## config.mk

```make
export PLATFORM = sky130hd
export DESIGN_NAME = scoped_symbol_table_core
export DESIGN_NICKNAME = d
export VERILOG_FILES = /design/src/design/sst_pkg.sv /design/src/design/sst_ctrl.sv /design/src/design/sst_dp.sv /design/src/design/scoped_symbol_table_core.sv
export SDC_FILE = /design/constraint.sdc
export NUM_CORES = 2
export LEC_CHECK = 0
export BUFFER_PORTS_ARGS = -buffer_cell sky130_fd_sc_hd__buf_4
export CORE_MARGIN = 1.5
export CORE_UTILIZATION = 30
export CTS_BUF_LIST = sky130_fd_sc_hd__clkbuf_16
export DETAILED_ROUTE_END_ITERATION = 16
export PLACE_DENSITY = 0.46
export SYNTH_ARGS = -nofsm -noshare
export SYNTH_HDL_FRONTEND = slang
export SYNTH_HIERARCHICAL = 1
export SYNTH_MEMORY_MAX_BITS = 65536
export SYNTH_SLANG_ARGS = --single-unit
```

## constraint.sdc

```tcl
create_clock -name i_clk -period 10.5 [get_ports i_clk]
set_clock_uncertainty 0.1 [all_clocks]
set_input_delay 1.05 -clock i_clk [delete_from_list [all_inputs] [get_ports i_clk]]
set_output_delay 1.05 -clock i_clk [all_outputs]
set_load 0.01 [all_outputs]
```

## src/design/sst_pkg.sv

```systemverilog
// Shared types and constants for the scoped symbol table.
// Used by sst_ctrl, sst_dp and scoped_symbol_table_core.
`default_nettype none

package sst_pkg;

    localparam int NAME_W  = 12;
    localparam int KIND_W  = 4;
    localparam int IDX_W   = 8;
    localparam int LVL_W   = 4;
    localparam int IN_TDATA_W  = 16;
    localparam int IN_TUSER_W  = 2;
    localparam int OUT_TDATA_W = 24;
    localparam int CFG_IDX_W   = 1;
    localparam int CFG_DATA_W  = 12;

    localparam logic [CFG_IDX_W-1:0] CFG_ANON_NAME  = 1'd0;
    localparam logic [CFG_IDX_W-1:0] CFG_UNDEF_KIND = 1'd1;

    typedef enum logic [1:0] {
        REQ_DEFINE = 2'd0,
        REQ_FIND   = 2'd1,
        REQ_START  = 2'd2,
        REQ_FINISH = 2'd3
    } t_req;

    typedef enum logic [2:0] {
        OP_DEFINE,
        OP_HIT,
        OP_MISS,
        OP_START,
        OP_FINISH
    } t_op;

    typedef enum logic [1:0] {
        S_IDLE,
        S_DECODE,
        S_SCAN,
        S_COMMIT
    } t_state;

    typedef struct packed {
        logic load;
        logic step;
        logic commit;
        t_op  op;
        logic dup;
    } t_cmd;

    typedef struct packed {
        t_req req;
        logic anon;
        logic hit;
        logic more;
        logic out_free;
    } t_stat;

endpackage

`default_nettype wire

```

## src/design/sst_ctrl.sv

```systemverilog
// Request sequencer for the scoped symbol table.
// Depends on sst_pkg; drives sst_dp through t_cmd and reads t_stat.
`default_nettype none

module sst_ctrl import sst_pkg::*; (
    input  wire logic  i_clk,
    input  wire logic  i_rst_n,
    input  wire logic  i_in_valid,
    output logic       o_in_ready,
    input  wire t_stat i_stat,
    output t_cmd       o_cmd
);

    t_state r_state, n_state;
    t_op    r_op, n_op;
    logic   r_dup, n_dup;

    always_ff @(posedge i_clk) begin
        if (!i_rst_n) begin
            r_state <= S_IDLE;
        end else begin
            r_state <= n_state;
        end
    end

    always_ff @(posedge i_clk) begin
        r_op  <= n_op;
        r_dup <= n_dup;
    end

    always_comb begin
        n_state    = r_state;
        n_op       = r_op;
        n_dup      = r_dup;
        o_in_ready = 1'b0;
        o_cmd      = '{load: 1'b0, step: 1'b0, commit: 1'b0, op: r_op, dup: r_dup};
        case (r_state)
            S_IDLE: begin
                o_in_ready = 1'b1;
                if (i_in_valid) begin
                    o_cmd.load = 1'b1;
                    n_state    = S_DECODE;
                end
            end
            S_DECODE: begin
                case (i_stat.req)
                    REQ_DEFINE: begin
                        if (i_stat.anon) begin
                            n_op    = OP_DEFINE;
                            n_dup   = 1'b0;
                            n_state = S_COMMIT;
                        end else begin
                            n_state = S_SCAN;
                        end
                    end
                    REQ_FIND: n_state = S_SCAN;
                    REQ_START: begin
                        n_op    = OP_START;
                        n_dup   = 1'b0;
                        n_state = S_COMMIT;
                    end
                    default: begin
                        n_op    = OP_FINISH;
                        n_dup   = 1'b0;
                        n_state = S_COMMIT;
                    end
                endcase
            end
            S_SCAN: begin
                if (i_stat.hit) begin
                    n_op    = (i_stat.req == REQ_DEFINE) ? OP_DEFINE : OP_HIT;
                    n_dup   = (i_stat.req == REQ_DEFINE);
                    n_state = S_COMMIT;
                end else if (!i_stat.more) begin
                    n_op    = (i_stat.req == REQ_DEFINE) ? OP_DEFINE : OP_MISS;
                    n_dup   = 1'b0;
                    n_state = S_COMMIT;
                end else begin
                    o_cmd.step = 1'b1;
                end
            end
            S_COMMIT: begin
                if (i_stat.out_free) begin
                    o_cmd.commit = 1'b1;
                    n_state      = S_IDLE;
                end
            end
            default: n_state = S_IDLE;
        endcase
    end

endmodule

`default_nettype wire

```

## src/design/sst_dp.sv

```systemverilog
// Datapath of the scoped symbol table: entry memory, scan pointer,
// level bases, configuration and result register. Depends on sst_pkg.
`default_nettype none

module sst_dp import sst_pkg::*; #(
    parameter int ENTRIES = 256,
    parameter int LEVELS  = 10
) (
    input  wire logic                   i_clk,
    input  wire logic                   i_rst_n,
    input  wire logic                   i_cfg_wr_en,
    input  wire logic [CFG_IDX_W-1:0]   i_cfg_index,
    input  wire logic [CFG_DATA_W-1:0]  i_cfg_data,
    input  wire logic [IN_TDATA_W-1:0]  i_in_data,
    input  wire logic [IN_TUSER_W-1:0]  i_in_user,
    input  wire t_cmd                   i_cmd,
    output t_stat                       o_stat,
    output logic                        o_out_valid,
    input  wire logic                   i_out_ready,
    output logic [OUT_TDATA_W-1:0]      o_out_data
);

    localparam int AW = $clog2(ENTRIES);
    localparam int CW = $clog2(ENTRIES + 1);
    localparam int LW = $clog2(LEVELS);

    logic [NAME_W-1:0] mem_name [ENTRIES];
    logic [KIND_W-1:0] mem_kind [ENTRIES];

    logic [NAME_W-1:0] r_anon;
    logic [KIND_W-1:0] r_ukind;
    t_req              r_req;
    logic [NAME_W-1:0] r_name;
    logic [KIND_W-1:0] r_kind;
    logic [CW-1:0]     r_count, n_count;
    logic [LW-1:0]     r_lvl, n_lvl;
    logic [CW-1:0]     r_base [LEVELS];
    logic [CW-1:0]     r_ptr, r_low;
    logic              r_rd_vld;
    logic [AW-1:0]     r_rd_addr;
    logic [NAME_W-1:0] r_rd_name;
    logic [KIND_W-1:0] r_rd_kind;
    logic              r_err, n_err;
    logic              r_out_vld;
    logic [IDX_W-1:0]  r_o_idx;
    logic [KIND_W-1:0] r_o_kind;
    logic              r_o_dup, r_o_undef, r_o_nest, r_o_full, r_o_any;
    logic [LVL_W-1:0]  r_o_lvl;

    logic              full;
    logic [AW-1:0]     rd_addr;
    logic              push_en, base_we;
    logic [KIND_W-1:0] push_kind, res_kind;
    logic [AW-1:0]     slot;
    logic              f_dup, f_undef, f_nest, f_full;

    assign full    = (r_count == CW'(ENTRIES));
    assign rd_addr = AW'(r_ptr - CW'(1));

    assign o_stat.req      = r_req;
    assign o_stat.anon     = (r_name == r_anon);
    assign o_stat.hit      = r_rd_vld && (r_rd_name == r_name);
    assign o_stat.more     = (r_ptr > r_low);
    assign o_stat.out_free = !r_out_vld || i_out_ready;

    always_comb begin
        push_en   = 1'b0;
        push_kind = r_kind;
        res_kind  = '0;
        slot      = '0;
        base_we   = 1'b0;
        f_dup     = 1'b0;
        f_undef   = 1'b0;
        f_nest    = 1'b0;
        f_full    = 1'b0;
        n_count   = r_count;
        n_lvl     = r_lvl;
        if (i_cmd.commit) begin
            case (i_cmd.op)
                OP_DEFINE: begin
                    f_dup = i_cmd.dup;
                    if (full) begin
                        f_full = 1'b1;
                    end else begin
                        push_en  = 1'b1;
                        slot     = r_count[AW-1:0];
                        res_kind = r_kind;
                        n_count  = r_count + CW'(1);
                    end
                end
                OP_HIT: begin
                    slot     = r_rd_addr;
                    res_kind = r_rd_kind;
                end
                OP_MISS: begin
                    f_undef = 1'b1;
                    if (full) begin
                        f_full = 1'b1;
                    end else begin
                        push_en   = 1'b1;
                        push_kind = r_ukind;
                        slot      = r_count[AW-1:0];
                        res_kind  = r_ukind;
                        n_count   = r_count + CW'(1);
                    end
                end
                OP_START: begin
                    if (r_lvl == LW'(LEVELS - 1)) begin
                        f_nest = 1'b1;
                    end else begin
                        n_lvl   = r_lvl + LW'(1);
                        base_we = 1'b1;
                    end
                end
                OP_FINISH: begin
                    if (r_lvl == '0) begin
                        f_nest = 1'b1;
                    end else begin
                        n_count = r_base[r_lvl];
                        n_lvl   = r_lvl - LW'(1);
                    end
                end
                default: ;
            endcase
        end
        n_err = r_err | f_dup | f_undef | f_nest | f_full;
    end

    // entry store: one write and one registered read per cycle
    always_ff @(posedge i_clk) begin
        if (push_en) begin
            mem_name[slot] <= r_name;
            mem_kind[slot] <= push_kind;
        end
        if (i_cmd.step) begin
            r_rd_name <= mem_name[rd_addr];
            r_rd_kind <= mem_kind[rd_addr];
        end
    end

    always_ff @(posedge i_clk) begin
        if (!i_rst_n) begin
            r_anon    <= '0;
            r_ukind   <= '0;
            r_count   <= '0;
            r_lvl     <= '0;
            r_err     <= 1'b0;
            r_out_vld <= 1'b0;
            r_rd_vld  <= 1'b0;
            for (int i = 0; i < LEVELS; i++) begin
                r_base[i] <= '0;
            end
        end else begin
            if (i_cfg_wr_en) begin
                case (i_cfg_index)
                    CFG_ANON_NAME:  r_anon  <= i_cfg_data[NAME_W-1:0];
                    CFG_UNDEF_KIND: r_ukind <= i_cfg_data[KIND_W-1:0];
                    default: ;
                endcase
            end
            r_count <= n_count;
            r_lvl   <= n_lvl;
            r_err   <= n_err;
            if (base_we) begin
                r_base[n_lvl] <= r_count;
            end
            if (i_cmd.load) begin
                r_rd_vld <= 1'b0;
            end else if (i_cmd.step) begin
                r_rd_vld <= 1'b1;
            end
            if (i_cmd.commit) begin
                r_out_vld <= 1'b1;
            end else if (i_out_ready) begin
                r_out_vld <= 1'b0;
            end
        end
    end

    always_ff @(posedge i_clk) begin
        if (i_cmd.load) begin
            r_req  <= t_req'(i_in_user);
            r_name <= i_in_data[NAME_W-1:0];
            r_kind <= i_in_data[NAME_W +: KIND_W];
            r_ptr  <= r_count;
            r_low  <= (t_req'(i_in_user) == REQ_DEFINE) ? r_base[r_lvl] : '0;
        end else if (i_cmd.step) begin
            r_ptr     <= r_ptr - CW'(1);
            r_rd_addr <= rd_addr;
        end
        if (i_cmd.commit) begin
            r_o_idx   <= IDX_W'(slot);
            r_o_kind  <= res_kind;
            r_o_dup   <= f_dup;
            r_o_undef <= f_undef;
            r_o_nest  <= f_nest;
            r_o_full  <= f_full;
            r_o_lvl   <= LVL_W'(n_lvl);
            r_o_any   <= n_err;
        end
    end

    assign o_out_valid = r_out_vld;
    assign o_out_data  = {3'b000, r_o_any, r_o_lvl, r_o_full, r_o_nest, r_o_undef, r_o_dup,
                          r_o_kind, r_o_idx};

endmodule

`default_nettype wire

```

## src/design/scoped_symbol_table_core.sv

```systemverilog
// Scoped symbol table: top level joining sst_ctrl and sst_dp.
// Depends on sst_pkg, sst_ctrl and sst_dp.
//
// Nested-scope symbol table on stream ports. Each request beat gives one
// result beat. Start and finish block skip the scan. Define and find compare
// one stored entry per cycle through the entry memory's single read port,
// newest first. A define scans only the current level, and a define of the
// anonymous name skips the scan. One request is in flight at a time; the
// next is accepted once the result is placed in the output register, and a
// result still waiting in that register holds back the next one.
`default_nettype none

module scoped_symbol_table_core import sst_pkg::*; #(
    parameter int ENTRIES = 256,
    parameter int LEVELS  = 10
) (
    input  wire logic                   i_clk,
    input  wire logic                   i_rst_n,
    input  wire logic                   i_cfg_wr_en,
    input  wire logic [CFG_IDX_W-1:0]   i_cfg_index,
    input  wire logic [CFG_DATA_W-1:0]  i_cfg_data,
    input  wire logic                   s_axis_tvalid,
    output logic                        s_axis_tready,
    // name[11:0], kind[15:12]
    input  wire logic [IN_TDATA_W-1:0]  s_axis_tdata,
    // req_type[1:0]
    input  wire logic [IN_TUSER_W-1:0]  s_axis_tuser,
    output logic                        m_axis_tvalid,
    input  wire logic                   m_axis_tready,
    // entry_index[7:0], entry_kind[11:8], duplicate_error[12], undefined_error[13],
    // nesting_error[14], full_error[15], current_level[19:16], any_error[20], zero[23:21]
    output logic [OUT_TDATA_W-1:0]      m_axis_tdata
);

    t_cmd  cmd;
    t_stat stat;

    sst_ctrl u_ctrl (
        .i_clk      (i_clk),
        .i_rst_n    (i_rst_n),
        .i_in_valid (s_axis_tvalid),
        .o_in_ready (s_axis_tready),
        .i_stat     (stat),
        .o_cmd      (cmd)
    );

    sst_dp #(
        .ENTRIES (ENTRIES),
        .LEVELS  (LEVELS)
    ) u_dp (
        .i_clk       (i_clk),
        .i_rst_n     (i_rst_n),
        .i_cfg_wr_en (i_cfg_wr_en),
        .i_cfg_index (i_cfg_index),
        .i_cfg_data  (i_cfg_data),
        .i_in_data   (s_axis_tdata),
        .i_in_user   (s_axis_tuser),
        .i_cmd       (cmd),
        .o_stat      (stat),
        .o_out_valid (m_axis_tvalid),
        .i_out_ready (m_axis_tready),
        .o_out_data  (m_axis_tdata)
    );

endmodule

`default_nettype wire

```

---- Word-level counts from Yosys, hierarchy flattened ----
Memories as Yosys holds them, arrays and structs flattened. A register that Yosys moved wholly into a read port is not among the register bits.
Cells that the tools add are included.
word-level totals
  memories ................................ 3
  word-level logic and storage cells ...... 154
  bits in registers ....................... 103
  RAM bits ................................ 4,186
  input bits .............................. 36
memories
  memory         words  width  rd ports  clocked after Yosys merged registers in  wr ports  line          text
  u_dp.mem_name  256    12     1         1                                        1         sst_dp.sv:27  logic [NAME_W-1:0] mem_name [ENTRIES];
  u_dp.mem_kind  256    4      1         1                                        1         sst_dp.sv:28  logic [KIND_W-1:0] mem_kind [ENTRIES];
  u_dp.r_base    10     9      1         1                                        10        sst_dp.sv:37  logic [CW-1:0] r_base [LEVELS];
cells by class
  $lt $le $gt $ge ......................... 1
  reduce and logical (&&, ||, !) cells .... 21
  bitwise operators ....................... 7
  equal/unequal tests ..................... 20
  mux-type cells .......................... 74
  add/sub/neg operators ................... 4
operators by type and width
  kind                 number
  $mux 9               5
  $mux 4               10
  $mux 1               38
  $eq 12x12->1         2
  $pmux 9 s2           1
  $mux 8               2
  $pmux 8 s2           1
  $pmux 4 s3           1
  $mux 2               5
  $ne 2x2->1 const B   5
  $add 9x1->9 const B  1
  $eq 9x9->1 const B   1
  $gt 9x9->1           1
  $mux 3               3
  $pmux 3 s3           1
  $reduce_or 9->1      1
  $sub 9x1->9 const B  1
  $pmux 1 s2           4
  $pmux 2 s4           1
  $pmux 4 s2           1
  $reduce_and 4->1     2
  $reduce_bool 2->1    4
  $eq 2x2->1 const B   3
  $eq 3x2->1 const B   2
  other kinds (19)     31

---- Longest topological paths before layout ----
  word-level depth ........................ 10
  gate-level depth with buffers ........... 18

---- Cells and area by module ----
The synthesis kept the hierarchy.
modules (own cells, without submodules)
  module    area an instance (sq um)  seq. area each (sq um)  instances  cells each
  sst_dp    167,550.7                 130,395.1               1          7,087
  sst_ctrl  369.1                     160.2                   1          38

---- Worst setup path before layout ----
OpenSTA, ideal clock, no wires.
  path type ............................... input port to flip-flop
  start point ............................. in m_axis_tready
  end point ............................... mem u_dp.mem_kind[0][0] (data pin)
  required time ........................... 9.845 ns
  setup time .............................. 0.555 ns
  stages on the path ...................... 9
  setup slack ............................. 4.978 ns
  path buffers ............................ 2
  data arrival time ....................... 4.866 ns
  cells stage by stage .................... nand2b_1 and2_1 clkbuf_1 nand2b_1 clkbuf_1 or2_2 a21oi_1 nand2_1 mux2_2
RTL lines
  element      line                            text
  from (decl)  scoped_symbol_table_core.sv:29  input wire logic m_axis_tready,
  to (decl)    sst_dp.sv:28

---- Worst setup path after layout ----
  start point ............................. reg u_dp.r_ptr[0]
  end point ............................... reg u_dp.r_rd_name[2] (read register of u_dp.mem_name) (data pin)
on the way
  cells in the longest elaborated chain, start to end .. 4
ends and longest elaborated chain
  element                 line            text
  from (decl)             sst_dp.sv:38    logic [CW-1:0] r_ptr, r_low;
  from (signal assigned)  sst_dp.sv:185   r_ptr <= r_count;
  from (signal assigned)  sst_dp.sv:188   r_ptr <= r_ptr - CW'(1);
  $gt 9x9->1              sst_dp.sv:63    assign o_stat.more = (r_ptr > r_low);
  $mux 1                  sst_ctrl.sv:74  end else if (!i_stat.more) begin
  $mux 1                  sst_ctrl.sv:70  if (i_stat.hit) begin
  $mux 1                  sst_ctrl.sv:37  case (r_state)
  to (decl)               sst_dp.sv:41    logic [NAME_W-1:0] r_rd_name;
Parallel ways exist; a longest one is shown, timed or not.
A chain may end at the register's enable or synchronous reset.

==> flow_metrics.py <==
metrics = {
    "status": {
        "status": "complete, but fails checks",
        "violations": "slew limit",
    },
    "placement": {
        "postPlaceCellArea_sq_mm": 0.1793,
        "placement.io_buffers": 58,
        "gp_congestion": 0.7682,
        "dpl.hpwl_mm": 279.2,
    },
    "power_and_ir_drop": {
        "power.switching_mw": 19.72,
        "power_frac_clock_pct": 27.7,
        "combPwrFrac_pct": 37.0,
        "p_leak_nw": 59.26,
        "peakVddDrop_uv": 500.8,
        "p_seq_share_pct": 35.3,
        "power_density_mw_per_mm2": 296.0,
        "swShare_pct": 34.33,
        "cellInternalPower_mw": 37.72,
    },
    "synth": {
        "yosys-top-cells-count": "edfxtp_1, mux4_2, nor2_1",
        "synth_top_flop_cell": "edfxtp_1",
        "netlist.area_leader.share_pct": 77.34,
        "synth_edf_count": 4325,
        "synth_compound_area_share_pct": 1.191,
        "synth_top_area_cell": "edfxtp_1",
        "synthCells": 7125,
        "synth_seq_cells": 4359,
        "yosys.area_share.xor_xnor_pct": 0.1669,
        "synth_top_family_by_area": "multiplexers",
        "synthArstFlopShare_pct": 0,
        "netlist_area_sq_mm": 0.1679,
        "synth_simple_gate_area_share_pct": 1.671,
        "ys_types": 60,
        "ys_warn_count": 6,
        "synth_area_leaders": "edfxtp_1, mux4_2, nor2_1",
        "synth_mux_area_share_pct": 17.88,
        "syn_avg_cell_area_sq_um": 23.57,
        "synth_most_common_cell": "edfxtp_1",
        "ys_seq_area_share_pct": 77.75,
        "synthAdderAreaFrac_pct": 0.1416,
    },
    "drt": {
        "vias": 78236,
        "wirelength_mm": 478.7,
        "wl_per_cell_um": 31.03,
        "viasPerCell": 5.071,
        "route.detailed.drc": 0,
        "antenna_left": 0,
        "dr.pass1.iters": 6,
        "drt_iter0_drc": 8988,
    },
    "floorplan": {
        "core_region_area_sq_mm": 0.5571,
        "die_x_um": 751.2,
        "die_h_um": 751.2,
        "row_count": 274,
        "die_area_sq_mm": 0.5642,
        "num_io_pins": 62,
        "start_util_pct": 30.14,
    },
    "critical_path": {
        "cp-start-kind": "register",
        "slowest_delay_ns": 0.75,
        "crit_chain": "buf_12, buf_4, buf_12, buf_4, mux4_2, mux4_2, a22oi_1, nand2_1, a22oi_1, o221ai_1",
        "crit_arrival_ns": 6.86,
        "path_buf_inv": 4,
        "required_ns": 11.10,
        "end_kind": "register",
        "rr_worst_depth": 10,
        "crit_slowest_cell": "buf_4",
        "r2r-start": "u_dp/r_ptr[0]",
        "timing.rr.end": "u_dp/r_rd_name[2]",
        "crit_fanout": 84,
        "rrSetupSlack_ns": 4.24,
        "crit_family": "buffers and inverters",
        "worstSetupPathType": "reg2reg",
    },
    "timing": {
        "slew-limit-headroom_pct": -23.01,
        "timing.hold.ws_ns": 0.1178,
        "timing.final.crit_share_pct": 59.64,
        "drv_slew": 88,
        "rsz0062_at_grt": "false",
        "fin_setup_tns_ns": 0,
        "hold_viol": 0,
        "setup_viol": 0,
        "clock.fmax_ghz": 0.1597,
        "fin_crit_ns": 6.262,
        "worst_pin_slew_ns": 1.845,
    },
    "clock_tree": {
        "cts_root_buf": "clkbuf_16",
        "insertion_delay_ns": 1.02,
        "cts-resized-gates": 0,
        "htree_levels": 5,
        "cts_buffer_depth": 4,
        "postCtsSetupRepairBufs": 0,
        "cts.reportedPaths.clkPinSlew_ns": 0.06,
        "cts_made_buffers": 452,
        "ctsHoldBuffers": 0,
        "cts_sinks": 4359,
        "cts_tree": "yes",
    },
    "worst_hold_path": {
        "worstHoldStart": "s_axis_tdata[9]",
        "holdPathStages": 1,
        "hold_path.class": "in2reg",
        "hold_path_end": "u_dp/r_name[9]",
    },
    "cells_and_area": {
        "fillers": 51277,
        "area_growth_pct": 15.54,
        "final-seq-area_sq_mm": 0.1306,
        "drive_above_1_share_pct": 31.88,
        "multi_input_area_sq_mm": 0.03591,
        "nets": 7649,
        "design_area_sq_mm": 0.1940,
    },
    "global_routing": {
        "globalRoute.totalOverflow": 0,
        "grt_max_degree": 225,
        "grt_pass1_wl_mm": 661.2,
        "grt_pass1_vias": 79942,
        "antenna_found_initial": 44,
        "grt_use_total_pct": 16.65,
    },
    "run": {
        "drv_cap": 0,
    },
}
[layout by cell type (no fill, tap or decap), types with 12 or more instances in the layout]
master,instances
nor2_2,129
xnor2_1,25
dfxtp_1,33
a22o_1,33
edfxtp_1,4325
and2_1,31
o221ai_1,16
nand2_2,15
mux4_2,1325
o21ai_0,23
nor2b_1,12
clkbuf_16,464
nand2_1,140
buf_12,20
a21boi_0,17
clkinv_1,121
a221oi_1,32
a21oi_1,28
buf_4,388
bufinv_16,50
nand3_1,19
a22oi_1,81
ha_1,18
inv_1,132
nor2_1,244
clkinv_2,75
[worst max-delay path by stage]
stage,start,end,slack [ns],cells after the start
finish,u_dp/r_ptr[0],u_dp/r_rd_name[2],4.24,10
global route,u_dp/r_ptr[0],u_dp/r_rd_name[3],3.83,10
CTS,u_dp/r_ptr[0],u_dp/r_rd_name[2],3.95,10
detailed placement,u_dp/r_ptr[0],u_dp/r_rd_name[2],3.97,10
global placement,u_dp/r_ptr[0],u_dp/r_rd_name[5],3.32,8
floorplan,m_axis_tready,u_dp/mem_kind[0][0],4.98,9
[per-layer routing]
layer | routed length (um) | vias to the layer above | share of wire (%) | track usage [%]
met5 | 28 | - | 0.0058 | 0
met4 | 11160 | 4 | 2.3 | 3.697
met3 | 28770 | 543 | 6.0 | 2.490
met2 | 233700 | 2636 | 49 | 27.68
met1 | 205000 | 43610 | 43 | 23.22
li1 | - | 31443 | - | -
[per-stage QoR]
step           utilization, %  cells  power (mW)  worst slack (ns)
4_1_cts                 34.82  15419       58.34             3.952
2_1_floorplan               -   7127       33.25             4.978
5_1_grt                 34.82  15421       59.31             3.831
3_3_place_gp            32.17  14587       42.26             3.317
3_5_place_dp            32.19  14592       42.36             3.967
6_report                34.83  15428       57.44             4.238
[sequential cells by signal (all words and copies together) (netlist names), 8 cells and up]
signal and count:
u_dp/r_ptr 9, u_dp/r_low 9, u_dp/r_o_idx 8, u_dp/mem_kind 1024
u_dp/r_name 12, u_dp/r_rd_addr 8, u_dp/r_anon 12, u_dp/r_count 9
u_dp/mem_name 3072, u_dp/r_rd_name 12, u_dp/r_base 144
[worst reg2reg max path, delay by kind of cell (launching register included)]
family / cells / cell delay, ns
multiplexers: 2 / 1.20
AND/OR/NAND/NOR: 1 / 0.44
buffers and inverters: 4 / 2.66
flip-flops: 1 / 0.41
AO/OA/AOI/OAI: 3 / 1.14
[area by class of cell]
cell class,count,area share [%]
inverter,44,0.08513
clock inverter,363,1.577
tap,7452,4.806
timing repair buffer,411,1.735
antenna,9,0.01161
clock buffer,464,5.985
sequential,4359,67.29
multi-input combinational,2326,18.51
[cells by family after synthesis]
kind of cell / after synthesis
flip-flops: 4359
XOR/XNOR: 32
multiplexers: 1342
adder cells (fa/ha/maj): 19
AND/OR/NAND/NOR: 663
AO/OA/AOI/OAI: 267
buffers and inverters: 442
other: 1
[power by group through the flow]
stage | registers, mW | logic (mW) | clock network, mW
floorplan | 21.1 | 12.1 | 0
global placement | 20.6 | 21.6 | 0
detailed placement | 20.6 | 21.7 | 0
CTS | 20.3 | 21.8 | 16.3
global route | 20.3 | 22.1 | 16.9
finish | 20.3 | 21.2 | 15.9
No activity file was read; power rests on OpenSTA's default activity.
